**config.mk**
```make
export PLATFORM = sky130hd
export DESIGN_NAME = block_level_silence_detector_core
export DESIGN_NICKNAME = d
export VERILOG_FILES = /design/src/design/blsd_pkg.sv /design/src/design/blsd_front.sv /design/src/design/blsd_job_queue.sv /design/src/design/blsd_divider.sv /design/src/design/blsd_back.sv /design/src/design/block_level_silence_detector_core.sv
export SDC_FILE = /design/constraint.sdc
export NUM_CORES = 1
export LEC_CHECK = 0
export BUFFER_PORTS_ARGS = -buffer_cell sky130_fd_sc_hd__buf_2
export CORE_MARGIN = 3
export CORE_UTILIZATION = 30
export DETAILED_ROUTE_END_ITERATION = 6
export GPL_ROUTABILITY_DRIVEN = 1
export PLACE_DENSITY = 0.47
export RECOVER_POWER = 100
export SYNTH_ARGS = -nofsm -noshare
export SYNTH_HDL_FRONTEND = slang
export SYNTH_SLANG_ARGS = --single-unit
```
**constraint.sdc**
```tcl
create_clock -name clk_i -period 9.09 [get_ports clk_i]
set_input_delay 0.4545 -clock clk_i [delete_from_list [all_inputs] [get_ports clk_i]]
set_output_delay 0.4545 -clock clk_i [all_outputs]
set_load 0.02 [all_outputs]
```
**src/design/blsd_pkg.sv**
```systemverilog
package blsd_pkg;

  localparam int BLOCK_COUNT_BITS = 20;

  localparam int CNT_W     = BLOCK_COUNT_BITS;
  localparam int MAG_W     = 15;
  localparam int SUM_W     = MAG_W + CNT_W;
  localparam int POS_W     = 32;
  localparam int BF_W      = 20;
  localparam int THR_W     = 15;
  localparam int LEVEL_W   = 15;
  localparam int CFG_W     = 20;
  localparam int CFG_IDX_W = 2;
  localparam int STEP_W    = $clog2(SUM_W + 1);

  localparam logic [31:0] COUNT_MAX = 32'((64'd1 << CNT_W) - 64'd1);

  localparam logic [CFG_IDX_W-1:0] REG_BLOCK_FRAMES     = 2'd0;
  localparam logic [CFG_IDX_W-1:0] REG_VOLUME_THRESHOLD = 2'd1;

  localparam logic [BF_W-1:0]  BLOCK_FRAMES_RST     = 20'd22050;
  localparam logic [THR_W-1:0] VOLUME_THRESHOLD_RST = 15'd20;

  typedef enum logic [1:0] {
    CLASS_SILENCE = 2'd0,
    CLASS_SIGNAL  = 2'd1,
    CLASS_UNKNOWN = 2'd2
  } class_e;

  typedef enum logic {
    BK_IDLE,
    BK_DIVIDE
  } back_state_e;

  // one closed block, handed from the accumulator to the back end
  typedef struct packed {
    logic [SUM_W-1:0] sum;
    logic [CNT_W-1:0] count;
    logic [POS_W-1:0] origin;
  } job_t;

  typedef struct packed {
    logic               kind;
    logic [POS_W-1:0]   start;
    logic [LEVEL_W-1:0] level;
  } result_t;

endpackage

```
**src/design/blsd_front.sv**
```systemverilog
module blsd_front
  import blsd_pkg::*;
(
  input  logic            clk_i,
  input  logic            rst_ni,
  input  logic            accept_i,
  input  logic [15:0]     sample_i,
  input  logic            last_sample_i,
  input  logic [BF_W-1:0] block_frames_i,
  output logic            job_push_o,
  output job_t            job_o
);

  logic [SUM_W-1:0] sum_q, sum_d;
  logic [CNT_W-1:0] cnt_q, cnt_d;
  logic [POS_W-1:0] origin_q, origin_d;
  logic [POS_W-1:0] pos_q, pos_d;

  logic [15:0]      neg;
  logic [MAG_W-1:0] mag;
  logic [31:0]      bf_ext;
  logic [31:0]      limit;
  logic [31:0]      cnt_next;
  logic [SUM_W-1:0] sum_next;
  logic             close;

  always_comb begin
    neg = 16'(~sample_i + 16'd1);
    if (!sample_i[15]) begin
      mag = sample_i[MAG_W-1:0];
    end else if (sample_i == 16'h8000) begin
      mag = {MAG_W{1'b1}};
    end else begin
      mag = neg[MAG_W-1:0];
    end

    bf_ext = 32'(block_frames_i);
    if (bf_ext == 32'd0) begin
      limit = 32'd1;
    end else if (bf_ext > COUNT_MAX) begin
      limit = COUNT_MAX;
    end else begin
      limit = bf_ext;
    end

    cnt_next = 32'(cnt_q) + 32'd1;
    sum_next = sum_q + SUM_W'(mag);
    close    = (cnt_next >= limit) || last_sample_i;

    sum_d    = sum_q;
    cnt_d    = cnt_q;
    origin_d = origin_q;
    pos_d    = pos_q;
    if (accept_i) begin
      pos_d = pos_q + 32'd1;
      if (close) begin
        sum_d    = '0;
        cnt_d    = '0;
        origin_d = pos_q + 32'd1;
      end else begin
        sum_d = sum_next;
        cnt_d = cnt_next[CNT_W-1:0];
      end
    end
  end

  assign job_push_o   = accept_i && close;
  assign job_o.sum    = sum_next;
  assign job_o.count  = cnt_next[CNT_W-1:0];
  assign job_o.origin = origin_q;

  always_ff @(posedge clk_i or negedge rst_ni) begin
    if (!rst_ni) begin
      sum_q    <= '0;
      cnt_q    <= '0;
      origin_q <= '0;
      pos_q    <= '0;
    end else begin
      sum_q    <= sum_d;
      cnt_q    <= cnt_d;
      origin_q <= origin_d;
      pos_q    <= pos_d;
    end
  end

endmodule

```
**src/design/blsd_job_queue.sv**
```systemverilog
module blsd_job_queue
  import blsd_pkg::*;
(
  input  logic clk_i,
  input  logic rst_ni,
  input  logic push_i,
  input  job_t job_i,
  output logic full_o,
  input  logic pop_i,
  output logic valid_o,
  output job_t job_o
);

  job_t       mem_q [2];
  logic       wr_q, rd_q;
  logic [1:0] cnt_q;

  assign full_o  = (cnt_q == 2'd2);
  assign valid_o = (cnt_q != 2'd0);
  assign job_o   = mem_q[rd_q];

  always_ff @(posedge clk_i) begin
    if (push_i) begin
      mem_q[wr_q] <= job_i;
    end
  end

  always_ff @(posedge clk_i or negedge rst_ni) begin
    if (!rst_ni) begin
      wr_q  <= 1'b0;
      rd_q  <= 1'b0;
      cnt_q <= 2'd0;
    end else begin
      if (push_i) begin
        wr_q <= ~wr_q;
      end
      if (pop_i) begin
        rd_q <= ~rd_q;
      end
      cnt_q <= 2'(cnt_q + 2'(push_i) - 2'(pop_i));
    end
  end

endmodule

```
**src/design/blsd_divider.sv**
```systemverilog
module blsd_divider
  import blsd_pkg::*;
(
  input  logic             clk_i,
  input  logic             rst_ni,
  input  logic             start_i,
  input  logic [SUM_W-1:0] dividend_i,
  input  logic [CNT_W-1:0] divisor_i,
  output logic             done_o,
  output logic [SUM_W-1:0] quotient_o
);

  // restoring division, one quotient bit per cycle; the dividend shifts out
  // of quo_q as the quotient shifts in
  logic [SUM_W-1:0]  quo_q;
  logic [CNT_W-1:0]  rem_q;
  logic [CNT_W-1:0]  div_q;
  logic [STEP_W-1:0] step_q;
  logic              busy_q;
  logic              done_q;

  logic [CNT_W:0]   shifted;
  logic [CNT_W:0]   diff;
  logic             fits;

  always_comb begin
    shifted = {rem_q, quo_q[SUM_W-1]};
    diff    = shifted - {1'b0, div_q};
    fits    = (shifted >= {1'b0, div_q});
  end

  always_ff @(posedge clk_i) begin
    if (start_i) begin
      quo_q <= dividend_i;
      rem_q <= '0;
      div_q <= divisor_i;
    end else if (busy_q) begin
      quo_q <= {quo_q[SUM_W-2:0], fits};
      rem_q <= fits ? diff[CNT_W-1:0] : shifted[CNT_W-1:0];
    end
  end

  always_ff @(posedge clk_i or negedge rst_ni) begin
    if (!rst_ni) begin
      busy_q <= 1'b0;
      done_q <= 1'b0;
      step_q <= '0;
    end else begin
      done_q <= 1'b0;
      if (start_i) begin
        busy_q <= 1'b1;
        step_q <= STEP_W'(SUM_W);
      end else if (busy_q) begin
        step_q <= step_q - STEP_W'(1);
        if (step_q == STEP_W'(1)) begin
          busy_q <= 1'b0;
          done_q <= 1'b1;
        end
      end
    end
  end

  assign done_o     = done_q;
  assign quotient_o = quo_q;

endmodule

```
**src/design/blsd_back.sv**
```systemverilog
module blsd_back
  import blsd_pkg::*;
(
  input  logic             clk_i,
  input  logic             rst_ni,
  input  logic             job_valid_i,
  input  job_t             job_i,
  output logic             job_pop_o,
  input  logic [THR_W-1:0] volume_threshold_i,
  input  logic             pop_i,
  output logic             empty_o,
  output result_t          result_o
);

  back_state_e state_q, state_d;
  class_e      last_class_q, last_class_d;
  logic [POS_W-1:0] origin_q;

  logic             div_start;
  logic             div_done;
  logic [SUM_W-1:0] quotient;

  logic [LEVEL_W-1:0] level;
  class_e             cls;
  logic               res_push;
  result_t            res_new;

  result_t    res_mem_q [2];
  logic       res_wr_q, res_rd_q;
  logic [1:0] res_cnt_q;
  logic       res_pop;

  blsd_divider u_divider (
    .clk_i      (clk_i),
    .rst_ni     (rst_ni),
    .start_i    (div_start),
    .dividend_i (job_i.sum),
    .divisor_i  (job_i.count),
    .done_o     (div_done),
    .quotient_o (quotient)
  );

  always_comb begin
    level = (|quotient[SUM_W-1:LEVEL_W]) ? {LEVEL_W{1'b1}} : quotient[LEVEL_W-1:0];
    cls   = (level > volume_threshold_i) ? CLASS_SIGNAL : CLASS_SILENCE;

    res_new.kind  = (cls == CLASS_SIGNAL);
    res_new.start = origin_q;
    res_new.level = level;

    state_d      = state_q;
    last_class_d = last_class_q;
    div_start    = 1'b0;
    res_push     = 1'b0;
    case (state_q)
      BK_IDLE: begin
        // only the back end fills the result queue, so room at start stays
        if (job_valid_i && (res_cnt_q != 2'd2)) begin
          div_start = 1'b1;
          state_d   = BK_DIVIDE;
        end
      end
      BK_DIVIDE: begin
        if (div_done) begin
          state_d = BK_IDLE;
          if (cls != last_class_q) begin
            res_push     = 1'b1;
            last_class_d = cls;
          end
        end
      end
      default: state_d = BK_IDLE;
    endcase
  end

  assign job_pop_o = div_start;

  always_ff @(posedge clk_i) begin
    if (div_start) begin
      origin_q <= job_i.origin;
    end
    if (res_push) begin
      res_mem_q[res_wr_q] <= res_new;
    end
  end

  assign res_pop  = pop_i && !empty_o;
  assign empty_o  = (res_cnt_q == 2'd0);
  assign result_o = res_mem_q[res_rd_q];

  always_ff @(posedge clk_i or negedge rst_ni) begin
    if (!rst_ni) begin
      state_q      <= BK_IDLE;
      last_class_q <= CLASS_UNKNOWN;
      res_wr_q     <= 1'b0;
      res_rd_q     <= 1'b0;
      res_cnt_q    <= 2'd0;
    end else begin
      state_q      <= state_d;
      last_class_q <= last_class_d;
      if (res_push) begin
        res_wr_q <= ~res_wr_q;
      end
      if (res_pop) begin
        res_rd_q <= ~res_rd_q;
      end
      res_cnt_q <= 2'(res_cnt_q + 2'(res_push) - 2'(res_pop));
    end
  end

endmodule

```
**src/design/block_level_silence_detector_core.sv**
```systemverilog
// Block silence detector. One sample transfer is taken per cycle while the
// two-entry block queue between accumulator and back end has room. Each
// closed block then goes through the back end's serial divider, which makes
// one quotient bit per cycle; no new block starts until it is done. Blocks
// long enough for the divider to finish keep one sample per cycle; shorter
// blocks make full rise until the divider catches up. Results wait in a
// two-entry queue read through empty/pop. No clearing pass after reset.
module block_level_silence_detector_core
  import blsd_pkg::*;
(
  input  logic                 clk_i,
  input  logic                 rst_ni,
  input  logic                 push,
  output logic                 full,
  input  logic [15:0]          sample_i,
  input  logic                 last_sample_i,
  output logic                 empty,
  input  logic                 pop,
  output logic                 event_kind_o,
  output logic [POS_W-1:0]     block_start_o,
  output logic [LEVEL_W-1:0]   block_level_o,
  input  logic                 cfg_we_i,
  input  logic [CFG_IDX_W-1:0] cfg_index_i,
  input  logic [CFG_W-1:0]     cfg_data_i
);

  logic [BF_W-1:0]  block_frames_q;
  logic [THR_W-1:0] volume_threshold_q;

  logic    accept;
  logic    job_push;
  job_t    job_in;
  logic    job_full;
  logic    job_valid;
  logic    job_pop;
  job_t    job_out;
  result_t result;

  always_ff @(posedge clk_i or negedge rst_ni) begin
    if (!rst_ni) begin
      block_frames_q     <= BLOCK_FRAMES_RST;
      volume_threshold_q <= VOLUME_THRESHOLD_RST;
    end else if (cfg_we_i) begin
      case (cfg_index_i)
        REG_BLOCK_FRAMES:     block_frames_q     <= cfg_data_i[BF_W-1:0];
        REG_VOLUME_THRESHOLD: volume_threshold_q <= cfg_data_i[THR_W-1:0];
        default: ;
      endcase
    end
  end

  assign full   = job_full;
  assign accept = push && !job_full;

  blsd_front u_front (
    .clk_i          (clk_i),
    .rst_ni         (rst_ni),
    .accept_i       (accept),
    .sample_i       (sample_i),
    .last_sample_i  (last_sample_i),
    .block_frames_i (block_frames_q),
    .job_push_o     (job_push),
    .job_o          (job_in)
  );

  blsd_job_queue u_job_queue (
    .clk_i   (clk_i),
    .rst_ni  (rst_ni),
    .push_i  (job_push),
    .job_i   (job_in),
    .full_o  (job_full),
    .pop_i   (job_pop),
    .valid_o (job_valid),
    .job_o   (job_out)
  );

  blsd_back u_back (
    .clk_i              (clk_i),
    .rst_ni             (rst_ni),
    .job_valid_i        (job_valid),
    .job_i              (job_out),
    .job_pop_o          (job_pop),
    .volume_threshold_i (volume_threshold_q),
    .pop_i              (pop),
    .empty_o            (empty),
    .result_o           (result)
  );

  assign event_kind_o  = result.kind;
  assign block_start_o = result.start;
  assign block_level_o = result.level;

  a_job_push_room: assert property (@(posedge clk_i) disable iff (!rst_ni)
    job_push |-> !job_full)
    else $error("block pushed into a full job queue");

  a_job_pop_valid: assert property (@(posedge clk_i) disable iff (!rst_ni)
    job_pop |-> job_valid)
    else $error("back end took a block from an empty job queue");

  a_pop_one_start: assert property (@(posedge clk_i) disable iff (!rst_ni)
    job_pop |=> !job_pop)
    else $error("back end started two blocks in consecutive cycles");

endmodule
```
# --- Yosys cells after proc, flatten, opt, wreduce, memory -nomap -nowiden ---
# Memories as Yosys holds them, arrays and structs flattened.
# Cells that the tools add are included.
word_totals:
  mem_count: 2
  register_bits: 280
  wordCells: 95
  mem_bits_rw: 270
  in_bits: 44
op_classes:
  mux: 29
  order_cmp: 3
  bitwise: 6
  addsub: 10
  n_reduce_logical: 17
  eq_ne: 7
mem_list:
  columns: ["name", "words", "word_bits", "read_ports", "rd_ports_with_merged_regs", "write_ports", "line_no", "rtl"]
  rows:
  - ["u_job_queue.mem_q", 2, 87, 1, 0, 1, "blsd_job_queue.sv:14", "job_t mem_q [2];"]
  - ["u_back.res_mem_q", 2, 48, 1, 0, 1, "blsd_back.sv:28", "result_t res_mem_q [2];"]
op_table:
  columns: ["cell", "n"]
  rows:
  - ["$mux W35", 3]
  - ["$mux W20", 3]
  - ["$mux W15", 3]
  - ["$add A35 B15 Y35", 1]
  - ["$add A32 B1 Y32 const B", 1]
  - ["$ge A32 B20 Y1", 1]
  - ["$add A20 B1 Y21 const B", 1]
  - ["$ge A21 B20 Y1", 1]
  - ["$logic_not A20 Y1", 1]
  - ["$reduce_or A20 Y1", 1]
  - ["$sub A20 B20 Y20", 1]
  - ["$mux W1", 17]
  - ["$eq A16 B16 Y1 const B", 1]
  - ["$add A15 B1 Y15 const B", 1]
  - ["$gt A15 B15 Y1", 1]
  - ["$not A15 Y15", 1]
  - ["$mux W6", 2]
  - ["$eq A6 B1 Y1 const B", 1]
  - ["$reduce_and A2 Y1", 3]
  - ["$sub A6 B1 Y6 const B", 1]
  - ["$not A1 Y1", 5]
  - ["$add A2 B1 Y2", 2]
  - ["$eq A2 B1 Y1 const B", 2]
  - ["$logic_and A1 B1 Y1", 4]
  - ["other kinds (10)", 14]

# --- Depth between registers and ports, before layout ---
# Gate-level depths: netlist of the first run.
logic_depth:
  depth_word: 10
  depth_mapped: 18
  depth_no_buf: 17

# --- By module ---
# A second synthesis of the first run with hierarchy kept.
unflattened:
  cells_unflattened: 1910
  hier_area_um2: 25425.6
modules_own_cells:
  columns: ["mod", "area_each_um2", "seq_area_each_um2", "instances", "cells_per_inst"]
  rows:
  - ["blsd_front", 7622.3, 2977.9, 1, 862]
  - ["blsd_job_queue", 6553.8, 5325.1, 1, 286]
  - ["blsd_back", 5376.4, 4020.1, 1, 301]
  - ["blsd_divider", 4490.6, 2252.2, 1, 385]
  - ["block_level_silence_detector_core", 1382.6, 885.8, 1, 76]

# --- Worst setup path before layout of the first run ---
# OpenSTA, ideal clock, no wires.
synth_timing:
  path_type: "register -> register"
  startpoint: "register u_front.cnt_q[0]"
  endpoint: "memory u_job_queue.mem_q[0][0] in the netlist's numbering, enable pin"
  path_buffers: 1
  required_time_ns: 8.557
  stages_incl_launch_ff: 15
  arrival_ns: 6.537
  setup_time_ns: 0.533
  path_slack_ns: 2.020
  cell_sequence: "dfrtp_1 -> and3_1 -> and3_1 -> nand2_1 -> nor3_1 -> nand3_1 -> xnor2_1 -> ha_1 -> and4_1 -> nand2_1 -> a21oi_1 -> a21o_1 -> nand2_1 -> buf_2 -> nor2_1"
synth_lines:
  columns: ["element", "line_no", "rtl"]
  rows:
  - ["from (decl)", "blsd_front.sv:15", "logic [CNT_W-1:0] cnt_q, cnt_d;"]
  - ["from (signal assigned)", "blsd_front.sv:80", "cnt_q <= cnt_d;"]
  - ["to (decl)", "blsd_job_queue.sv:14", null]

==> qor.txt, run 1 <==
Dpl hpwl: 42,550 µm
Required @ worst endpoint: 9.30 ns
Worst path max stage delay: 1.47 ns
Seq/Total Area, Yosys: 0.6145
Outcome: complete, but fails checks
CP Launch Type: register
Crit-path slowest cell: clkbuf_1
PD cells: 304.2 nW/µm²
Setup CP Type: register to register
Hold Path Origin: cfg_data_i[18]
Initial core utilization: 0.3045
Final setup vio count: 0
Reg2reg path depth: 15
Syn Area/Cell: 12.50 µm²
Switching Share: 0.3326
Total of max-cap violations: 14
Drt wl/cell: 19.21 µm
Synth cell types: 75
Lkg Pwr: 10.95 nW
Crit path max-delay family: simple AND/OR/NAND/NOR gates
Die H: 295.6 µm
Top FF cell, synth: edfxtp_1
Drt first-iter violations: 983
DR vias: 15,750
Post-layout util: 0.3488
Max-slew violation count: 608
Yosys top cell by area: edfxtp_1
R2R Path Start: u_front.cnt_q[0]$_DFFE_PN0P_
Via/cell ratio: 4.880
Area Overhead vs Synth: 14.56%
Top layer in use: met4
Sw Pwr: 0.002917 W
Logic pwr share: 0.290
Clock tree buffer depth: 3
Rows: 105
Cells after synthesis: 2,013
Dpl ws: 3.413 ns
WP data arrival: 7.08 ns
Clk Tree Root Cell: clkbuf_16
Mapped Area: 25,160 µm²
Clk_skew: 0.02393 ns
Post-CTS setup buffer count: 0
Critical path peak fanout: 33
DRT antenna net count: 0
Hold Buf Count CTS: 1
Post-synth EDFFs: 357
Area contributors post-synth: edfxtp_1 43%, dfrtp_1 16%, mux2_2 5.4%
CTS buffer count: 61
DRC violations left: 0
CP Capture Type: register
Synth top area share: 0.4261
Internal: 0.005853 W
Fraction of layout cells with a size suffix above 1: 0.1276
Hold WC Path Type: input port to register
Clock power frac: 0.290
Sequential Power Share: 0.420
WP buf/inv: 2
Tcrit/Tclk final: 0.7557
Final Hold Vio Count: 0
Hold Path Stages: 3
Met3 Wirelength: 2391 µm
Setup ws final: 2.221 ns
#FFs+latches synth: 550
WL final: 62,000 µm
Async SR Flop Fraction: 0.3145
Synthesis Warnings: 0
Flop-to-flop setup slack: 2.22 ns
Unrepaired setup endpoints after global routing: false
Top Ports: 94
Min Clock Period, post-route: 6.869 ns
Drt pass-1 iters: 5
Initial antenna violation count: 1
CTS tree: done
Fin Setup TNS: 0 ns
Die Wd: 295.6 µm
Relative slew slack: -2.007
Placer's final routability congestion estimate: 0.8136
Post-CTS sizing: 0
All-Layer GR Usage: 0.1424
Worst slew pin tran: 4.511 ns
Layout fillers: 8,051
CP Cell Sequence: and3_1 > and3_1 > nand2_1 > nor3_1 > nand3_1 > xnor2_1 > ha_1 > and4_1 > nand2_1 > a21oi_1 > a21o_1 > nand2_1 > clkbuf_1 > nor2_4 > clkbuf_1
Worst r2r dst: u_job_queue.mem_q[0][86]$_DFFE_PP_
Clock sinks: 550
Highest Clock Rate: 0.1456 GHz
Total gr overflow: 0
Clock latency on the worst-skew pair: 0.63 ns
DR WL met2: 28,510 µm
First-pass GRT wire length: 96,470 µm
Largest net degree at the start of global routing: 78
Die ar.: 87,380 µm²
Met1 wire length: 29,640 µm
Max IR drop VDD: 0.1475 mV
Most used cell, CP: nand2_1
Worst Hold End: block_frames_q[18]$_DFFE_PN0P_
Synth Net Count: 2,138
H-tree depth: 2
Final net count: 2,228
Core footprint: 82,640 µm²
Failing checks: max-capacitance violations, max-slew violations
Port Buf Inserts: 93
Total power: 0.008770 W
Number of global-route vias before repair: 16,000
Placed cell areas: 26,850 µm²
Finished Cell Area: 28,830 µm²
Clock slew at reported path FFs: 0.06 ns
[cells in the final DEF, fill, tap and decap left out, types with 65 or more instances in the layout]
cell / count
inv_1: 88
dfrtp_1: 164
buf_2: 66
xnor2_1: 80
edfxtp_1: 357
o21ai_0: 177
nand2_1: 186
clkbuf_16: 65
ha_1: 79
mux2_2: 79
nor2_1: 77
[worst max path at each step]
stage / from / to / slack (ns) / cells after the start
CTS: u_front.cnt_q[0]$_DFFE_PN0P_ / u_job_queue.mem_q[1][53]$_DFFE_PP_ / 3.36 / 14
finish: u_front.cnt_q[0]$_DFFE_PN0P_ / u_job_queue.mem_q[0][86]$_DFFE_PP_ / 2.22 / 15
floorplan: u_front.cnt_q[0]$_DFFE_PN0P_ / u_job_queue.mem_q[0][0]$_DFFE_PP_ / 2.02 / 14
global route: u_front.cnt_q[0]$_DFFE_PN0P_ / u_job_queue.mem_q[0][86]$_DFFE_PP_ / 1.56 / 15
global placement: u_front.cnt_q[0]$_DFFE_PN0P_ / u_job_queue.mem_q[1][56]$_DFFE_PP_ / 3.55 / 14
detailed placement: u_front.cnt_q[0]$_DFFE_PN0P_ / u_job_queue.mem_q[1][53]$_DFFE_PP_ / 3.41 / 14
[metrics by stage]
stage	hold WS, ns	std cells
6_report	0.05058	3228
5_1_grt	0.02435	3226
4_1_cts	0.004290	3226
3_5_place_dp	0.4306	3109
3_3_place_gp	0.4269	3109
2_1_floorplan	0.1589	2013
[worst reg2reg max path, cell delays in order (launching register included)]
cell and delay (ns):
dfrtp_1 0.42, and3_1 0.19, and3_1 0.19, nand2_1 0.20, nor3_1 0.36, nand3_1 0.21
xnor2_1 0.20, ha_1 0.33, and4_1 0.25, nand2_1 0.06, a21oi_1 0.69, a21o_1 0.22
nand2_1 0.05, clkbuf_1 0.74, nor2_4 0.85, clkbuf_1 1.47
[state kept, by name, summed over array words and instances (netlist names), 2 cells and up]
| signal | flops |
|---|---|
| u_front.cnt_q | 20 |
| u_front.pos_q | 32 |
| u_back.u_divider.step_q | 6 |
| u_back.last_class_q | 2 |
| u_back.u_divider.rem_q | 20 |
| block_frames_q | 20 |
| u_back.res_cnt_q | 2 |
| u_front.origin_q | 32 |
| u_back.u_divider.div_q | 20 |
| u_back.u_divider.quotient_o | 35 |
| u_back.origin_q | 32 |
| volume_threshold_q | 15 |
| u_back.res_mem_q | 96 |
| u_front.sum_q | 35 |
| u_job_queue.cnt_q | 2 |
| u_job_queue.mem_q | 174 |
[layer usage]
| metal | track usage | vias up |
|---|---|---|
| li1 | - | 7545 |
| met1 | 0.2000 | 7836 |
| met2 | 0.2274 | 285 |
| met3 | 0.02291 | 86 |
| met4 | 0.04178 | 0 |
| met5 | 0 | - |
[synthesized netlist by cell type (20+ instances only)]
cell type	count
xnor2_1	80
nor2b_1	21
dfxtp_1	20
a21oi_1	58
xor2_1	64
ha_1	79
nand4_1	21
and3_1	28
nand3_1	53
mux2i_1	49
mux2_2	120
edfxtp_1	357
nor2_1	78
dfrtp_1	164
a21o_1	31
inv_1	89
or3_1	20
clkbuf_1	64
nand2_1	186
o21ai_0	174
[area by class of cell]
type | instances | area (µm²) | area share
sequential | 550 | 15460 | 0.5364
multi-input combinational | 1285 | 9010 | 0.3126
clock buffer | 83 | 1784 | 0.06189
tap | 1070 | 1339 | 0.04644
timing repair buffer | 116 | 548.0 | 0.01901
clock inverter | 33 | 345.3 | 0.01198
inverter | 89 | 334.1 | 0.01159
antenna | 2 | 5.005 | 0.0001736
[power groups by stage]
stage	registers, W	clock network [W]	logic, W
3_3_place_gp	0.00372	0	0.00254
4_1_cts	0.00368	0.00262	0.00258
6_report	0.00368	0.00255	0.00254
2_1_floorplan	0.00356	0	0.00188
5_1_grt	0.00375	0.00274	0.00285
3_5_place_dp	0.00373	0	0.00257
[kinds of logic (layout without fill, tap and decap cells)]
kind of cell,Yosys count,count (layout),share of synthesized area
xor+xnor,144,144,0.05012
buf+inv,178,321,0.02750
mux,169,169,0.07320
flops,550,550,0.6145
compound gates,387,387,0.09518
simple gates,504,504,0.09866
fa+ha+maj,81,81,0.04088
other cells,0,2,0
(Power assumes the default switching activity.)
==> run 2: changes to the inputs <==
clock period = 6.8 ns   (was 9.09 ns; I/O delays follow)
==> qor.txt, run 2 (synthesis gave the netlist of run 1 again) <==
Hold Path Stages: 3 (unchanged)
All-Layer GR Usage: 0.1358 (-0.006610)
Die ar.: 87,380 µm² (unchanged)
Crit path max-delay family: simple AND/OR/NAND/NOR gates
Fraction of layout cells with a size suffix above 1: 0.1267 (-0.0008874)
Hold WC Path Type: input port to register
Clock tree buffer depth: 3 (unchanged)
CTS tree: done
Reg2reg path depth: 13 (-2)
Commonest non-fill, non-tap cells in the layout: 357 x edfxtp_1, 186 x nand2_1, 177 x o21ai_0, 164 x dfrtp_1, 89 x inv_1
Multi-input logic area: 9015 µm² (about the same)
Largest register FFs: 174 (unchanged)
Flop-to-flop setup slack: 0.96 ns (-1.26 ns)
First-pass GRT wire length: 92,710 µm (-3.9%)
Hold Path Origin: pop
Clk_skew: 0.02319 ns (-0.0007358 ns)
Area Overhead vs Synth: 15.03%
Critical path peak fanout: 44 (+33%)
Total gr overflow: 0 (unchanged)
Largest net degree at the start of global routing: 79 (+1.3%)
Rows: 105 (unchanged)
Final net count: 2,253 (+1.1%)
N_diodes: 0 (-2)
Total of max-cap violations: 13 (-1)
PD cells: 399.9 nW/µm² (+31%)
Switching Share: 0.3325 (about the same)
Clk Tree Root Cell: clkbuf_16
Max IR drop VDD: 0.2001 mV (+36%)
Die Wd: 295.6 µm (unchanged)
Core footprint: 82,640 µm² (unchanged)
Worst r2r dst: u_job_queue.mem_q[1][11]$_DFFE_PP_
CP Cell Sequence: and3_1 > and3_1 > nand2_1 > nor3_1 > nand3_1 > xnor2_1 > ha_1 > and4_1 > nand2_1 > a21oi_1 > a21o_1 > and3_2 > clkbuf_1
Final Hold Vio Count: 0 (unchanged)
Dpl hpwl: 41,380 µm (-2.8%)
Sequential Power Share: 0.425 (+0.005)
Clock slew at reported path FFs: 0.06 ns (about the same)
Drt first-iter violations: 900 (-8.4%)
Final setup vio count: 0 (unchanged)
DRT antenna net count: 0 (unchanged)
Worst Hold End: u_back.res_rd_q$_DFFE_PN0P_
CP Launch Type: register
DRC violations left: 0 (unchanged)
Relative slew slack: -2.279 (-0.2721)
Total power: 0.01157 W (+32%)
Unrepaired setup endpoints after global routing: false
H-tree depth: 2 (unchanged)
Top Ports: 94 (unchanged)
CP Capture Type: register
WP buf/inv: 1 (-1)
Drt pass-1 iters: 5 (unchanged)
Post-CTS setup buffer count: 0 (unchanged)
Port Buf Inserts: 93 (unchanged)
Post-layout util: 0.3502 (+0.001408)
Initial antenna violation count: 2 (+1)
Initial core utilization: 0.3045 (unchanged)
Outcome: complete, but fails checks
Clock latency on the worst-skew pair: 0.62 ns (about the same)
Layout fillers: 8,020 (-0.39%)
WP data arrival: 6.07 ns (-1.01 ns)
Tcrit/Tclk final: 0.8588 (+0.1031)
Clock power frac: 0.283 (-0.007)
Reg with most FFs: u_job_queue.mem_q
Worst slew pin tran: 4.919 ns (+0.4081 ns)
Via/cell ratio: 4.829 (-1.0%)
Required @ worst endpoint: 7.03 ns (-2.27 ns)
Failing checks: max-capacitance violations, max-slew violations
Worst path max stage delay: 1.10 ns (-0.37 ns)
Clock sinks: 550 (unchanged)
Fin Setup TNS: 0 ns (unchanged)
Top Registers: u_job_queue.mem_q x174, u_back.res_mem_q x96
WL final: 59,090 µm (-4.7%)
Crit-path slowest cell: and3_2
Highest Clock Rate: 0.1712 GHz (+18%)
DR vias: 15,690 (-0.39%)
Drt wl/cell: 18.19 µm (-5.3%)
Die H: 295.6 µm (unchanged)
Lkg Pwr: 11.00 nW (+0.54%)
Logic pwr share: 0.291 (about the same)
Max-slew violation count: 588 (-3.3%)
R2R Path Start: u_front.cnt_q[0]$_DFFE_PN0P_
Sw Pwr: 0.003848 W (+32%)
Number of global-route vias before repair: 15,640 (-2.2%)
Internal: 0.007725 W (+32%)
Commonest non-fill, non-tap cell in the layout: edfxtp_1
FF+latch area: 15,460 µm² (unchanged)
Placer's final routability congestion estimate: 0.8181 (+0.55%)
CTS buffer count: 61 (unchanged)
Min Clock Period, post-route: 5.840 ns (-1.029 ns)
Setup CP Type: register to register
-- run 2: final cells by class --
cell class,instances,share of cell area
repair buffers,141,0.02698
clock inverters,34,0.01085
well taps,1070,0.04626
inverters,89,0.01154
multi-input cells,1285,0.3115
clock buffers,80,0.05871
flip-flops and latches,550,0.5342
-- run 2: power by group through the flow --
stage	sequential, W	combinational (W)	clock [W]
6_report	0.00492	0.00337	0.00328
3_3_place_gp	0.00497	0.00336	0
2_1_floorplan	0.00475	0.00251	0
5_1_grt	0.00501	0.00379	0.00352
4_1_cts	0.00492	0.00343	0.00338
3_5_place_dp	0.00499	0.00341	0
-- run 2: worst register-to-register path, stage by stage, from the launching register on --
cell and delay [ns]:
dfrtp_1 0.40, and3_1 0.19, and3_1 0.18, nand2_1 0.21
nor3_1 0.44, nand3_1 0.21, xnor2_1 0.19, ha_1 0.33
and4_1 0.23, nand2_1 0.07, a21oi_1 0.51, a21o_1 0.79
and3_2 1.11, clkbuf_1 0.60
-- run 2: timing repair --
item / 4_1_cts / 5_1_grt
endpoints found under the hold margin: 110 / 0
resized for setup: 0 / 0
hold buffers: 21 / 0
-- run 2: worst max-delay path by stage --
stage                            startpoint                                 end  slack [ns]  cells past startpoint
3_5_place_dp   u_front.cnt_q[0]$_DFFE_PN0P_  u_job_queue.mem_q[1][24]$_DFFE_PP_        1.33                     13
6_report       u_front.cnt_q[0]$_DFFE_PN0P_  u_job_queue.mem_q[1][11]$_DFFE_PP_        0.96                     13
2_1_floorplan  u_front.cnt_q[0]$_DFFE_PN0P_   u_job_queue.mem_q[0][0]$_DFFE_PP_        1.20                     14
4_1_cts        u_front.cnt_q[0]$_DFFE_PN0P_  u_job_queue.mem_q[1][10]$_DFFE_PP_        1.28                     13
3_3_place_gp   u_front.cnt_q[0]$_DFFE_PN0P_   u_job_queue.mem_q[1][6]$_DFFE_PP_        1.36                     13
5_1_grt        u_front.cnt_q[0]$_DFFE_PN0P_  u_job_queue.mem_q[1][11]$_DFFE_PP_        0.47                     13
-- run 2: metrics by stage --
step	worst slack, ns	std cells	hold WS [ns]	area (µm²)
global route	0.4735	3249	0.1331	28940
detailed placement	1.326	3114	0.4313	26890
finish	0.9602	3249	0.1454	28940
floorplan	1.202	2013	0.04441	25160
global placement	1.357	3114	0.4238	26890
CTS	1.279	3249	0.1047	29120
-- run 2: layer usage --
layer | routed length, µm | vias up | global-route usage
met3 | 2229 | 78 | 0.02141
met4 | 1191 | 0 | 0.03391
met2 | 25900 | 258 | 0.2059
met1 | 29770 | 7750 | 0.2026
met5 | 0 | - | 0
li1 | - | 7604 | -
